<file path="src/rtl/dimsfx_pkg.sv">
package dimsfx_pkg;

  localparam int unsigned ValueW = 31;
  localparam int unsigned PhaseW = 3;
  localparam int unsigned DigitW = 4;

  localparam logic [PhaseW-1:0] PH_W_FIRST = 3'd0;
  localparam logic [PhaseW-1:0] PH_W_MORE  = 3'd1;
  localparam logic [PhaseW-1:0] PH_H_FIRST = 3'd2;
  localparam logic [PhaseW-1:0] PH_H_MORE  = 3'd3;

  localparam logic [7:0] CH_ZERO = 8'h30;
  localparam logic [7:0] CH_ONE  = 8'h31;
  localparam logic [7:0] CH_NINE = 8'h39;
  localparam logic [7:0] CH_X    = 8'h78;

  typedef struct packed {
    logic [7:0] text_byte;
    logic       has_byte;
    logic       first_item;
    logic       last_item;
    logic       prev_is_space;
  } item_t;

  typedef struct packed {
    logic [PhaseW-1:0] phase;
    logic [ValueW-1:0] width_acc;
    logic [ValueW-1:0] height_acc;
    logic              failed;
  } state_t;

  typedef struct packed {
    logic              ok;
    logic [ValueW-1:0] width_value;
    logic              has_height;
    logic [ValueW-1:0] height_value;
  } result_t;

  localparam state_t STATE_CLEAR = '{
    phase:      PH_W_FIRST,
    width_acc:  '0,
    height_acc: '0,
    failed:     1'b0
  };

endpackage

</file>
<file path="src/rtl/dimsfx_acc10.sv">
module dimsfx_acc10 (
  input  logic [dimsfx_pkg::ValueW-1:0] acc,
  input  logic [dimsfx_pkg::DigitW-1:0] digit,
  output logic [dimsfx_pkg::ValueW-1:0] sum,
  output logic                          ovf
);

  localparam int unsigned ExtW = dimsfx_pkg::ValueW + 4;

  logic [ExtW-1:0] acc_ext;
  logic [ExtW-1:0] total;

  assign acc_ext = {4'b0, acc};
  // acc * 10 as two shifts, then the new digit
  assign total   = (acc_ext << 3) + (acc_ext << 1)
                 + {{(ExtW-dimsfx_pkg::DigitW){1'b0}}, digit};
  assign ovf     = |total[ExtW-1:dimsfx_pkg::ValueW];
  assign sum     = total[dimsfx_pkg::ValueW-1:0];

endmodule

</file>
<file path="src/rtl/dimsfx_step.sv">
module dimsfx_step (
  input  dimsfx_pkg::state_t  st,
  input  dimsfx_pkg::item_t   item,
  output dimsfx_pkg::state_t  st_nxt,
  output dimsfx_pkg::result_t res
);

  dimsfx_pkg::state_t                base;
  dimsfx_pkg::state_t                post;
  logic                              is_digit;
  logic                              is_lead;
  logic [dimsfx_pkg::DigitW-1:0]     digit;
  logic [dimsfx_pkg::ValueW-1:0]     acc_sel;
  logic [dimsfx_pkg::ValueW-1:0]     acc_sum;
  logic                              acc_ovf;
  logic                              ok;
  logic                              hh;

  assign is_digit = (item.text_byte >= dimsfx_pkg::CH_ZERO) &&
                    (item.text_byte <= dimsfx_pkg::CH_NINE);
  assign is_lead  = (item.text_byte >= dimsfx_pkg::CH_ONE) &&
                    (item.text_byte <= dimsfx_pkg::CH_NINE);
  assign digit    = item.text_byte[dimsfx_pkg::DigitW-1:0];

  always_comb begin
    base = st;
    if (item.first_item) begin
      base        = dimsfx_pkg::STATE_CLEAR;
      base.failed = item.prev_is_space;
    end
  end

  assign acc_sel = (base.phase == dimsfx_pkg::PH_W_MORE) ? base.width_acc : base.height_acc;

  dimsfx_acc10 u_acc10 (
    .acc   (acc_sel),
    .digit (digit),
    .sum   (acc_sum),
    .ovf   (acc_ovf)
  );

  always_comb begin
    post = base;
    if (item.has_byte && !base.failed) begin
      unique case (base.phase)
        dimsfx_pkg::PH_W_FIRST: begin
          if (is_lead) begin
            post.width_acc = {{(dimsfx_pkg::ValueW-dimsfx_pkg::DigitW){1'b0}}, digit};
            post.phase     = dimsfx_pkg::PH_W_MORE;
          end else begin
            post.failed = 1'b1;
          end
        end
        dimsfx_pkg::PH_W_MORE: begin
          if (is_digit) begin
            if (acc_ovf) post.failed = 1'b1;
            else         post.width_acc = acc_sum;
          end else if (item.text_byte == dimsfx_pkg::CH_X) begin
            post.phase = dimsfx_pkg::PH_H_FIRST;
          end else begin
            post.failed = 1'b1;
          end
        end
        dimsfx_pkg::PH_H_FIRST: begin
          if (is_lead) begin
            post.height_acc = {{(dimsfx_pkg::ValueW-dimsfx_pkg::DigitW){1'b0}}, digit};
            post.phase      = dimsfx_pkg::PH_H_MORE;
          end else begin
            post.failed = 1'b1;
          end
        end
        dimsfx_pkg::PH_H_MORE: begin
          if (is_digit && !acc_ovf) post.height_acc = acc_sum;
          else                      post.failed = 1'b1;
        end
        default: begin
          post.failed = 1'b1;
        end
      endcase
    end
  end

  assign ok = !post.failed &&
              ((post.phase == dimsfx_pkg::PH_W_MORE) || (post.phase == dimsfx_pkg::PH_H_MORE));
  assign hh = ok && (post.phase == dimsfx_pkg::PH_H_MORE);

  assign res.ok           = ok;
  assign res.width_value  = ok ? post.width_acc : '0;
  assign res.has_height   = hh;
  assign res.height_value = hh ? post.height_acc : '0;

  // a result closes the suffix
  assign st_nxt = item.last_item ? dimsfx_pkg::STATE_CLEAR : post;

endmodule

</file>
<file path="src/rtl/dimension_suffix_parser.sv">
// dimension_suffix_parser: parses an image-label size suffix, WIDTH or WIDTHxHEIGHT
//
// input channel: one suffix byte per request (in_valid / in_ready); in_first_item
//   restarts parsing, in_last_item closes the suffix and produces one result;
//   in_has_byte low carries no byte, so an empty suffix is a single such request
// result channel: out_valid / out_ready with out_ok, out_width_value,
//   out_has_height and out_height_value; values read zero when not ok
// result path: the last byte passes through the input register, then the result
//   register, which presents the result request
// throughput: one byte per cycle unless a last byte waits on a held result, set by
//   the combinational state update (times-ten add, overflow compare) between them
// stall: a waiting result holds its register; bytes that produce no result still
//   advance, and the next last byte waits in the input register until the result
//   is taken, with in_ready low meanwhile
// reset: rst_n synchronous active low; clears both valid flags and returns the
//   parser to expecting the first width digit
module dimension_suffix_parser (
  input  logic        clk,
  input  logic        rst_n,
  input  logic        in_valid,
  output logic        in_ready,
  input  logic [7:0]  in_text_byte,
  input  logic        in_has_byte,
  input  logic        in_first_item,
  input  logic        in_last_item,
  input  logic        in_prev_is_space,
  output logic        out_valid,
  input  logic        out_ready,
  output logic        out_ok,
  output logic [30:0] out_width_value,
  output logic        out_has_height,
  output logic [30:0] out_height_value
);

  logic                s1_valid_r;
  dimsfx_pkg::item_t   s1_item_r;
  logic                s1_go;
  dimsfx_pkg::state_t  st_r;
  dimsfx_pkg::state_t  st_nxt;
  dimsfx_pkg::result_t res_nxt;
  logic                out_valid_r;
  dimsfx_pkg::result_t out_r;

  assign s1_go    = s1_valid_r && (!s1_item_r.last_item || !out_valid_r || out_ready);
  assign in_ready = !s1_valid_r || s1_go;

  always_ff @(posedge clk) begin
    if (!rst_n) begin
      s1_valid_r <= 1'b0;
    end else if (in_ready) begin
      s1_valid_r <= in_valid;
    end
  end

  always_ff @(posedge clk) begin
    if (in_valid && in_ready) begin
      s1_item_r.text_byte     <= in_text_byte;
      s1_item_r.has_byte      <= in_has_byte;
      s1_item_r.first_item    <= in_first_item;
      s1_item_r.last_item     <= in_last_item;
      s1_item_r.prev_is_space <= in_prev_is_space;
    end
  end

  dimsfx_step u_step (
    .st     (st_r),
    .item   (s1_item_r),
    .st_nxt (st_nxt),
    .res    (res_nxt)
  );

  always_ff @(posedge clk) begin
    if (!rst_n) begin
      st_r <= dimsfx_pkg::STATE_CLEAR;
    end else if (s1_go) begin
      st_r <= st_nxt;
    end
  end

  always_ff @(posedge clk) begin
    if (!rst_n) begin
      out_valid_r <= 1'b0;
    end else if (s1_go && s1_item_r.last_item) begin
      out_valid_r <= 1'b1;
    end else if (out_ready) begin
      out_valid_r <= 1'b0;
    end
  end

  always_ff @(posedge clk) begin
    if (s1_go && s1_item_r.last_item) begin
      out_r <= res_nxt;
    end
  end

  assign out_valid        = out_valid_r;
  assign out_ok           = out_r.ok;
  assign out_width_value  = out_r.width_value;
  assign out_has_height   = out_r.has_height;
  assign out_height_value = out_r.height_value;

`ifndef ASSERT_OFF
  a_fail_zero: assert property (@(posedge clk) disable iff (!rst_n)
    out_valid_r && !out_r.ok |-> out_r.width_value == '0 && !out_r.has_height)
    else $error("failed result carries a width or height");

  a_height_ok: assert property (@(posedge clk) disable iff (!rst_n)
    out_valid_r && out_r.has_height |-> out_r.ok)
    else $error("height flagged on a failed result");

  a_clear_after: assert property (@(posedge clk) disable iff (!rst_n)
    s1_go && s1_item_r.last_item |=> st_r.phase == dimsfx_pkg::PH_W_FIRST && !st_r.failed)
    else $error("parser state not cleared after a result");
`endif

endmodule

</file>
<file path="config.mk">
export PLATFORM = sky130hd
export DESIGN_NAME = dimension_suffix_parser
export DESIGN_NICKNAME = d
export VERILOG_FILES = /design/src/rtl/dimsfx_pkg.sv /design/src/rtl/dimsfx_acc10.sv /design/src/rtl/dimsfx_step.sv /design/src/rtl/dimension_suffix_parser.sv
export SDC_FILE = /design/constraint.sdc
export NUM_CORES = 1
export LEC_CHECK = 0
export ABC_AREA = 0
export BUFFER_PORTS_ARGS = -buffer_cell sky130_fd_sc_hd__buf_2
export CORE_MARGIN = 5
export CORE_UTILIZATION = 50
export CTS_CLUSTER_DIAMETER = 100
export DETAILED_ROUTE_END_ITERATION = 10
export PLACE_DENSITY = 0.78
export SYNTH_ARGS = -nofsm -noshare
export SYNTH_HDL_FRONTEND = slang
export SYNTH_SLANG_ARGS = --single-unit
export TNS_END_PERCENT = 5
</file>
<file path="constraint.sdc">
create_clock -name clk -period 10.15 [get_ports clk]
set_clock_uncertainty 0.05 [all_clocks]
set_input_delay 0.5075 -clock clk [delete_from_list [all_inputs] [get_ports clk]]
set_output_delay 0.5075 -clock clk [all_outputs]
set_load 0.1 [all_outputs]
</file>
==> metrics.txt, run 1 <==
# TYPE chip_impl_metric gauge
chip_impl_info{name="run_status",value="finished clean"} 1
chip_impl_metric{name="timing.hold.worst_path_depth",unit=""} 1
chip_impl_metric{name="place_hpwl",unit="µm"} 15400
chip_impl_metric{name="sequentialPowerShare",unit=""} 0.486
chip_impl_metric{name="grt_overflow_total",unit=""} 0
chip_impl_metric{name="antenna_left",unit=""} 0
chip_impl_metric{name="floorplan.io_pins",unit=""} 82
chip_impl_metric{name="fmax",unit="MHz"} 155
chip_impl_metric{name="yosys_register_bits",unit=""} 144
chip_impl_metric{name="ctsHtreeMaxLevel",unit=""} 4
chip_impl_metric{name="synthDistinctLibCells",unit=""} 61
chip_impl_metric{name="finish.net_count",unit=""} 1038
chip_impl_metric{name="maxCapViolCount",unit=""} 0
chip_impl_metric{name="place.port_buffers",unit=""} 81
chip_impl_metric{name="total_of_hold_buffers_inserted_after_clock_tree_synthesis",unit=""} 0
chip_impl_info{name="worstSetupStartpoint",value="s1_item_r[2]$_DFFE_PP_"} 1
chip_impl_metric{name="via_per_inst",unit=""} 6.06
chip_impl_metric{name="post_drt_wl_per_cell",unit="µm"} 18.8
chip_impl_metric{name="maxSlewHeadroom",unit=""} 0.224
chip_impl_metric{name="final.min_clock_period",unit="ns"} 6.47
chip_impl_metric{name="clock_sink_count",unit=""} 144
chip_impl_metric{name="crit_path_max_fanout",unit=""} 31
chip_impl_metric{name="placement_rows",unit=""} 47
chip_impl_metric{name="core",unit="µm²"} 16600
chip_impl_metric{name="clockPowerShare",unit=""} 0.467
chip_impl_metric{name="report.power.total",unit="mW"} 1.28
chip_impl_metric{name="count_of_antenna_diodes_in_the_layout",unit=""} 0
chip_impl_info{name="r2r_start",value="s1_item_r[2]$_DFFE_PP_"} 1
chip_impl_metric{name="finalHoldWorstSlack",unit="ns"} 0.199
chip_impl_metric{name="syn_to_final_growth",unit="%"} 13.3
chip_impl_metric{name="gp_congestion",unit=""} 0.961
chip_impl_metric{name="setup_ws",unit="ns"} 3.68
chip_impl_metric{name="final_design_area_no_fill",unit="µm²"} 9550
chip_impl_metric{name="grt_antenna_before_repair",unit=""} 0
chip_impl_metric{name="rrSetupSlack",unit="ns"} 3.68
chip_impl_metric{name="post-route-drc-count",unit=""} 0
chip_impl_metric{name="drt_pre_antenna_iters",unit=""} 5
chip_impl_metric{name="power.density",unit="nW/µm²"} 134
chip_impl_info{name="setup_cp_type",value="flop to flop"} 1
chip_impl_metric{name="yosysSeqAreaShare",unit=""} 0.432
chip_impl_info{name="cts_tree",value="built"} 1
chip_impl_metric{name="grt_max_degree",unit=""} 47
chip_impl_metric{name="finalSetupViolCount",unit=""} 0
chip_impl_metric{name="wirelength",unit="µm"} 22400
chip_impl_metric{name="power_frac_comb",unit=""} 0.048
chip_impl_info{name="crit_end",value="out_height_value[30]$_SDFFCE_PN0P_"} 1
chip_impl_metric{name="syn_avg_cell_area",unit="µm²"} 9.33
chip_impl_metric{name="final.period_utilization",unit=""} 0.638
chip_impl_metric{name="floorplan.initialDensity",unit=""} 0.508
chip_impl_metric{name="swShare",unit=""} 0.238
chip_impl_metric{name="fp.dieW",unit="µm"} 140
chip_impl_metric{name="detail_route.iter0.violations",unit=""} 718
chip_impl_metric{name="cts-resized-gates",unit=""} 0
chip_impl_metric{name="p_sw",unit="µW"} 305
chip_impl_metric{name="report.final.hold_viol_count",unit=""} 0
chip_impl_metric{name="edff_count_synth",unit=""} 76
chip_impl_info{name="grt_setup_unrepaired",value="false"} 1
chip_impl_metric{name="cts_buffers",unit=""} 17
chip_impl_metric{name="reg2reg_depth",unit=""} 15
chip_impl_info{name="layout_commonest_cell",value="nand2_1"} 1
chip_impl_metric{name="pre_cts_slack",unit="ns"} 3.72
chip_impl_info{name="hp-class",value="input port to flop"} 1
chip_impl_metric{name="total_leakage_power",unit="nW"} 3.86
chip_impl_metric{name="route.vias.total",unit=""} 7218
chip_impl_metric{name="die-area",unit="µm²"} 19500
chip_impl_metric{name="summed_negative_setup_slack_over_all_endpoints",unit="ns"} 0
chip_impl_metric{name="worst_ep_required_time",unit="ns"} 10.38
chip_impl_metric{name="post-cts-setup-buffer-count",unit=""} 0
chip_impl_metric{name="grtUsageTotal",unit=""} 0.231
chip_impl_metric{name="synthCells",unit=""} 903
chip_impl_metric{name="first_pass_grt_wire_length",unit="µm"} 36500
chip_impl_metric{name="clkTransAtPathRegs",unit="ns"} 0.06
chip_impl_metric{name="intPower",unit="µW"} 976
chip_impl_metric{name="drv_slew",unit=""} 0
chip_impl_metric{name="layoutNonFillerInstCount",unit=""} 1192
chip_impl_metric{name="worst_slew_pin_slew",unit="ns"} 1.16
chip_impl_metric{name="ir_worst_vdd",unit="mV"} 0.113
chip_impl_metric{name="final_layout_size_suffix_gt1_frac",unit=""} 0.151
chip_impl_metric{name="post_syn_area",unit="µm²"} 8430
chip_impl_metric{name="fin_util",unit=""} 0.576
chip_impl_info{name="layout_common_cells",value="nand2_1 (128), o21ai_0 (85), buf_2 (81)"} 1
chip_impl_info{name="worst_r2r_endpoint",value="out_height_value[30]$_SDFFCE_PN0P_"} 1
chip_impl_info{name="ys_dominant_reg_cell",value="edfxtp_1"} 1
chip_impl_metric{name="syn-num-nets",unit=""} 982
chip_impl_metric{name="first_global_vias",unit=""} 6974
chip_impl_info{name="timing.critical_path.to_type",value="flop"} 1
chip_impl_metric{name="post_dp_cell_area",unit="µm²"} 8980
chip_impl_metric{name="yosys_warnings",unit=""} 0
chip_impl_metric{name="synth-async-reset-ratio",unit=""} 0
chip_impl_info{name="worstSetupStartpointType",value="flop"} 1
chip_impl_metric{name="worst_ep_arrival_time",unit="ns"} 6.70
chip_impl_metric{name="maximum_clock_path_buffer_count",unit=""} 2
chip_impl_info{name="cts.root.buffer_cell",value="clkbuf_16"} 1
chip_impl_metric{name="die_y",unit="µm"} 140
chip_impl_metric{name="placed_cell_count",unit=""} 1160
chip_impl_metric{name="clkLatencyLatePin",unit="ns"} 0.43
-- how the worst min path moves through the flow --
| stage | slack [ns] | endpoint | startpoint |
|---|---|---|---|
| final | 0.20 | s1_item_r[10]$_DFFE_PP_ | in_text_byte[6] |
| after global routing | 0.19 | s1_item_r[9]$_DFFE_PP_ | in_text_byte[5] |
| after detailed placement | 0.41 | st_r[1]$_SDFFE_PN0P_ | st_r[1]$_SDFFE_PN0P_ |
| after CTS | 0.19 | s1_item_r[10]$_DFFE_PP_ | in_text_byte[6] |
| after floorplan | 0.37 | st_r[2]$_SDFFE_PN0P_ | st_r[2]$_SDFFE_PN0P_ |
| after global placement | 0.39 | st_r[2]$_SDFFE_PN0P_ | st_r[2]$_SDFFE_PN0P_ |
-- state kept, by name, indices dropped and copies added (netlist names) --
| register | cells |
|---|---|
| s1_valid_r | 1 |
| out_has_height | 1 |
| out_width_value | 31 |
| st_r | 66 |
| out_valid | 1 |
| out_ok | 1 |
| out_height_value | 31 |
| s1_item_r | 12 |
-- cells in the mapped netlist, types with 10 or more instances --
master,n,share of area
clkbuf_1,41,0.018
buf_2,10,0.0059
ha_1,61,0.091
nand2_1,128,0.057
a31oi_1,11,0.0082
nor2_1,54,0.024
xor2_1,12,0.012
edfxtp_1,76,0.27
inv_1,17,0.0076
a21o_1,12,0.011
nor2b_1,10,0.0074
o21ai_0,85,0.050
dfxtp_1,68,0.16
a22oi_1,30,0.027
a21oi_1,74,0.044
a22o_1,53,0.055
and2_1,10,0.0074
nand4_1,13,0.0097
nor3_1,18,0.011
xnor2_1,15,0.016
-- worst max-delay path, stage by stage (launching register included) --
cell and delay [ns]:
edfxtp_1 0.62, inv_1 0.90, nand2_1 0.16, o21ai_0 0.31
fa_1 0.49, ha_1 0.32, a211oi_1 0.23, o21bai_1 0.16
o211ai_1 0.30, nand4_1 0.13, a31oi_1 0.36, xnor2_1 0.35
o41ai_1 0.63, nand3b_1 0.66, buf_4 0.46, nor2_1 0.16
-- power by group through the flow --
stage               registers (mW)  logic (mW)  clock network, mW
finish                       0.622      0.0614              0.598
global route                 0.622      0.0650              0.636
CTS                          0.622      0.0608              0.605
detailed placement           0.634      0.0606                  0
global placement             0.634      0.0602                  0
floorplan                    0.649      0.0290                  0
-- logic make-up after synthesis --
kind of cell / count (synthesis) / synth area share
AO/OA/AOI/OAI: 319 / 0.251
AND/OR/NAND/NOR: 269 / 0.146
flip-flops: 144 / 0.432
buffers and inverters: 75 / 0.0393
adder cells (fa/ha/maj): 63 / 0.0953
XOR/XNOR: 27 / 0.0281
multiplexers: 6 / 0.00742
-- area by class of cell --
cell class | instances | area, µm²
Multi-Input combinational cell | 684 | 4490
Tap cell | 220 | 275
Clock inverter | 13 | 111
Clock buffer | 19 | 453
Sequential cell | 144 | 3640
Fill cell | 1485 | 7030
Inverter | 17 | 63.8
Timing Repair Buffer | 95 | 510
-- metal layers --
| layer | GRT usage | routed length [µm] |
|---|---|---|
| met1 | 0.320 | 10200 |
| met2 | 0.348 | 9800 |
| met3 | 0.0467 | 1610 |
| met4 | 0.104 | 762 |
| met5 | 0 | 0 |
No activity file was read; power rests on OpenSTA's default activity.
==> run 2, diff against run 1 <==
--- a/config.mk
+++ b/config.mk
@@ -5,13 +5,13 @@
 export SDC_FILE = /design/constraint.sdc
 export NUM_CORES = 1
 export LEC_CHECK = 0
-export ABC_AREA = 0
+export ABC_AREA = 1
 export BUFFER_PORTS_ARGS = -buffer_cell sky130_fd_sc_hd__buf_2
 export CORE_MARGIN = 5
 export CORE_UTILIZATION = 50
 export CTS_CLUSTER_DIAMETER = 100
 export DETAILED_ROUTE_END_ITERATION = 10
-export PLACE_DENSITY = 0.78
+export PLACE_DENSITY = 0.77
 export SYNTH_ARGS = -nofsm -noshare
 export SYNTH_HDL_FRONTEND = slang
 export SYNTH_SLANG_ARGS = --single-unit
==> constraint.sdc (replaced) <==
create_clock -name clk -period 6.19 [get_ports clk]
set_clock_uncertainty 0.05 [all_clocks]
set_input_delay 0.3095 -clock clk [delete_from_list [all_inputs] [get_ports clk]]
set_output_delay 0.3095 -clock clk [all_outputs]
set_load 0.1 [all_outputs]
==> run 2 against run 1 <==
Global-route usage is 3.3 points higher. First-iteration DRC count up 28%. Largest cell class unchanged. Critical endpoint is now st_r[3]$_SDFFE_PN0P_. Clock power grew 79%. Highest routed layer unchanged. Clock-buffer cell count unchanged. Largest power group is now the clock network.
==> metrics.txt, run 2 <==
# TYPE chip_impl_metric gauge
chip_impl_metric{name="final.period_utilization",unit=""} 0.858
chip_impl_metric{name="final_layout_size_suffix_gt1_frac",unit=""} 0.115
chip_impl_metric{name="report.final.hold_viol_count",unit=""} 0
chip_impl_metric{name="clkTransAtPathRegs",unit="ns"} 0.07
chip_impl_metric{name="antenna_left",unit=""} 0
chip_impl_info{name="setup_cp_type",value="flop to flop"} 1
chip_impl_info{name="grt_setup_unrepaired",value="false"} 1
chip_impl_metric{name="yosys_register_bits",unit=""} 144
chip_impl_metric{name="maxCapViolCount",unit=""} 0
chip_impl_metric{name="timing.hold.worst_path_depth",unit=""} 1
chip_impl_metric{name="wirelength",unit="µm"} 31400
chip_impl_metric{name="maxSlewHeadroom",unit=""} 0.320
chip_impl_metric{name="grt_overflow_total",unit=""} 0
chip_impl_metric{name="via_per_inst",unit=""} 5.54
chip_impl_metric{name="worst_slew_pin_slew",unit="ns"} 1.02
chip_impl_metric{name="reg2reg_depth",unit=""} 25
chip_impl_metric{name="yosys_warnings",unit=""} 0
chip_impl_metric{name="maximum_clock_path_buffer_count",unit=""} 2
chip_impl_metric{name="grtUsageTotal",unit=""} 0.263
chip_impl_metric{name="synthCells",unit=""} 1522
chip_impl_metric{name="rrSetupSlack",unit="ns"} 0.88
chip_impl_metric{name="cts-resized-gates",unit=""} 0
chip_impl_metric{name="drt_pre_antenna_iters",unit=""} 6
chip_impl_info{name="cts.root.buffer_cell",value="clkbuf_16"} 1
chip_impl_metric{name="syn_to_final_growth",unit="%"} 12.6
chip_impl_metric{name="floorplan.io_pins",unit=""} 82
chip_impl_metric{name="synthDistinctLibCells",unit=""} 39
chip_impl_metric{name="cts_buffers",unit=""} 17
chip_impl_metric{name="post_drt_wl_per_cell",unit="µm"} 16.8
chip_impl_info{name="top_register",value="st_r"} 1
chip_impl_info{name="hp-class",value="input port to flop"} 1
chip_impl_metric{name="floorplan.initialDensity",unit=""} 0.506
chip_impl_info{name="cell_taking_the_most_area_after_synthesis",value="edfxtp_1"} 1
chip_impl_info{name="cpMaxStageDelayCell",value="edfxtp_1"} 1
chip_impl_metric{name="first_pass_grt_wire_length",unit="µm"} 50000
chip_impl_metric{name="largest_register_ffs",unit=""} 66
chip_impl_metric{name="total_of_hold_buffers_inserted_after_clock_tree_synthesis",unit=""} 4
chip_impl_info{name="layout_commonest_cell",value="nand2_1"} 1
chip_impl_metric{name="finish.net_count",unit=""} 1659
chip_impl_info{name="run_status",value="finished clean"} 1
chip_impl_info{name="worstSetupStartpointType",value="flop"} 1
chip_impl_metric{name="crit_path_max_fanout",unit=""} 39
chip_impl_metric{name="timing.critical_path.slowest_cell_delay",unit="ns"} 0.51
chip_impl_metric{name="syn-num-nets",unit=""} 1601
chip_impl_metric{name="detail_route.iter0.violations",unit=""} 917
chip_impl_metric{name="post-cts-setup-buffer-count",unit=""} 0
chip_impl_metric{name="die_y",unit="µm"} 153
chip_impl_metric{name="count_of_antenna_diodes_in_the_layout",unit=""} 0
chip_impl_metric{name="route.vias.total",unit=""} 10323
chip_impl_metric{name="placement_rows",unit=""} 52
chip_impl_metric{name="post-route-drc-count",unit=""} 0
chip_impl_info{name="yosys.cell_count.top_type",value="nand2_1"} 1
chip_impl_metric{name="n_fill_cell",unit=""} 1932
chip_impl_metric{name="synth_top_area_frac",unit=""} 0.224
chip_impl_metric{name="ir_worst_vdd",unit="mV"} 0.205
chip_impl_info{name="cts_tree",value="built"} 1
chip_impl_metric{name="synth-async-reset-ratio",unit=""} 0
chip_impl_info{name="worst_hold_path.endpoint",value="s1_item_r[10]$_DFFE_PP_"} 1
chip_impl_info{name="yosys-top-cells-area",value="edfxtp_1 (22%), nand2_1 (22%), dfxtp_1 (13%)"} 1
chip_impl_metric{name="grt_max_degree",unit=""} 68
chip_impl_metric{name="ctsHtreeMaxLevel",unit=""} 4
chip_impl_metric{name="finalSetupViolCount",unit=""} 0
chip_impl_info{name="critPathMostFrequentCell",value="nand2_1"} 1
chip_impl_info{name="hold_path.startpoint",value="in_text_byte[6]"} 1
chip_impl_metric{name="gp_congestion",unit=""} 0.975
chip_impl_metric{name="fp.dieW",unit="µm"} 153
chip_impl_metric{name="fmax",unit="MHz"} 188
chip_impl_metric{name="worst_ep_arrival_time",unit="ns"} 5.61
chip_impl_metric{name="total_leakage_power",unit="nW"} 5.54
chip_impl_metric{name="finalHoldWorstSlack",unit="ns"} 0.00509
chip_impl_metric{name="yosysSeqAreaShare",unit=""} 0.357
chip_impl_metric{name="final.min_clock_period",unit="ns"} 5.31
chip_impl_metric{name="drv_slew",unit=""} 0
chip_impl_metric{name="post_syn_area",unit="µm²"} 10200
chip_impl_metric{name="syn_avg_cell_area",unit="µm²"} 6.70
chip_impl_info{name="post_synth_most_frequent_cells",value="nand2_1 (591), inv_1 (154), a21oi_1 (121)"} 1
chip_impl_metric{name="core",unit="µm²"} 20200
chip_impl_info{name="timing.critical_path.to_type",value="flop"} 1
chip_impl_metric{name="summed_negative_setup_slack_over_all_endpoints",unit="ns"} 0
chip_impl_metric{name="place.port_buffers",unit=""} 81
chip_impl_metric{name="first_global_vias",unit=""} 9592
chip_impl_metric{name="clkLatencyLatePin",unit="ns"} 0.43
chip_impl_metric{name="power.density",unit="nW/µm²"} 199
chip_impl_metric{name="die-area",unit="µm²"} 23400
chip_impl_metric{name="grt_antenna_before_repair",unit=""} 0
chip_impl_info{name="ys_dominant_reg_cell",value="edfxtp_1"} 1
chip_impl_metric{name="clock_sink_count",unit=""} 144
chip_impl_info{name="worst_r2r_endpoint",value="st_r[3]$_SDFFE_PN0P_"} 1
chip_impl_metric{name="worst_ep_required_time",unit="ns"} 6.49
chip_impl_info{name="layout_common_cells",value="nand2_1 (591), inv_1 (151), a21oi_1 (121)"} 1
chip_impl_info{name="r2r_start",value="s1_item_r[2]$_DFFE_PP_"} 1
chip_impl_metric{name="edff_count_synth",unit=""} 76
chip_impl_metric{name="place_hpwl",unit="µm"} 22500
-- run 2: changes by cell type in the layout (fill, tap and decap cells not counted), sizes merged, moves of 13 or more --
cell   before  now
a21oi      74  140
a22o       53    0
a22oi      30    0
inv        19  178
nand2     128  593
nand3       7  119
nor2       54   96
nor3       19    6
o21ai      86   62
-- run 2: cells by family after synthesis --
group | Yosys count | synth area share
XOR/XNOR | 25 | 0.0215
AO/OA/AOI/OAI | 232 | 0.128
AND/OR/NAND/NOR | 824 | 0.325
adder cells (fa/ha/maj) | 63 | 0.0788
flip-flops | 144 | 0.357
buffers and inverters | 234 | 0.0897
-- run 2: metrics by stage --
| stage | area, µm² | util | power [mW] | worst slack, ns | std cells |
|---|---|---|---|---|---|
| final | 11500 | 0.569 | 2.29 | 0.879 | 1863 |
| after global routing | 11500 | 0.569 | 2.35 | 0.501 | 1863 |
| after CTS | 11500 | 0.569 | 2.29 | 1.02 | 1863 |
| after detailed placement | 10800 | 0.537 | 1.23 | 1.03 | 1827 |
| after global placement | 10800 | 0.537 | 1.23 | 1.09 | 1827 |
| after floorplan | 10200 | - | 1.18 | 2.03 | 1522 |
-- run 2: final cells by class --
cell class | count | area, µm² | share of cell area
clock buffer | 19 | 475 | 0.0414
clock inverter | 13 | 130 | 0.0113
inverter | 168 | 631 | 0.0549
multi-input combinational | 1144 | 5660 | 0.493
sequential | 144 | 3640 | 0.317
tap | 270 | 338 | 0.0294
timing repair buffer | 105 | 608 | 0.0530
-- run 2: worst max-delay path by stage --
stage | endpoint | depth (start not counted) | from | slack, ns
3_3_place_gp | out_height_value[11]$_SDFFCE_PN0P_ | 26 | s1_item_r[2]$_DFFE_PP_ | 1.09
2_1_floorplan | out_height_value[21]$_SDFFCE_PN0P_ | 28 | s1_item_r[2]$_DFFE_PP_ | 2.03
5_1_grt | out_height_value[22]$_SDFFCE_PN0P_ | 26 | s1_item_r[2]$_DFFE_PP_ | 0.50
6_report | st_r[3]$_SDFFE_PN0P_ | 25 | s1_item_r[2]$_DFFE_PP_ | 0.88
3_5_place_dp | out_height_value[11]$_SDFFCE_PN0P_ | 26 | s1_item_r[2]$_DFFE_PP_ | 1.03
4_1_cts | out_height_value[11]$_SDFFCE_PN0P_ | 26 | s1_item_r[2]$_DFFE_PP_ | 1.02
-- run 2: worst max-delay path, delay by kind of cell (launching register included) --
family,cells,cell delay (ns)
buffers and inverters,6,1.58
adders and majority gates,3,0.82
and+or+nand+nor,12,1.18
DFF,1,0.51
AOI/OAI and AO/OA,4,1.00
-- run 2: report_power, final --
part,switching (mW),total [mW],internal [mW]
logic,0.160,0.191,0.0304
clock network,0.488,1.07,0.586
registers,0.00791,1.02,1.02
-- run 2: routing by layer --
metal	vias up	track usage	share of wire
met4	0	0.144	0.057
met2	483	0.433	0.47
met1	4698	0.335	0.40
li1	5037	-	-
met5	-	0	0
met3	105	0.0379	0.070
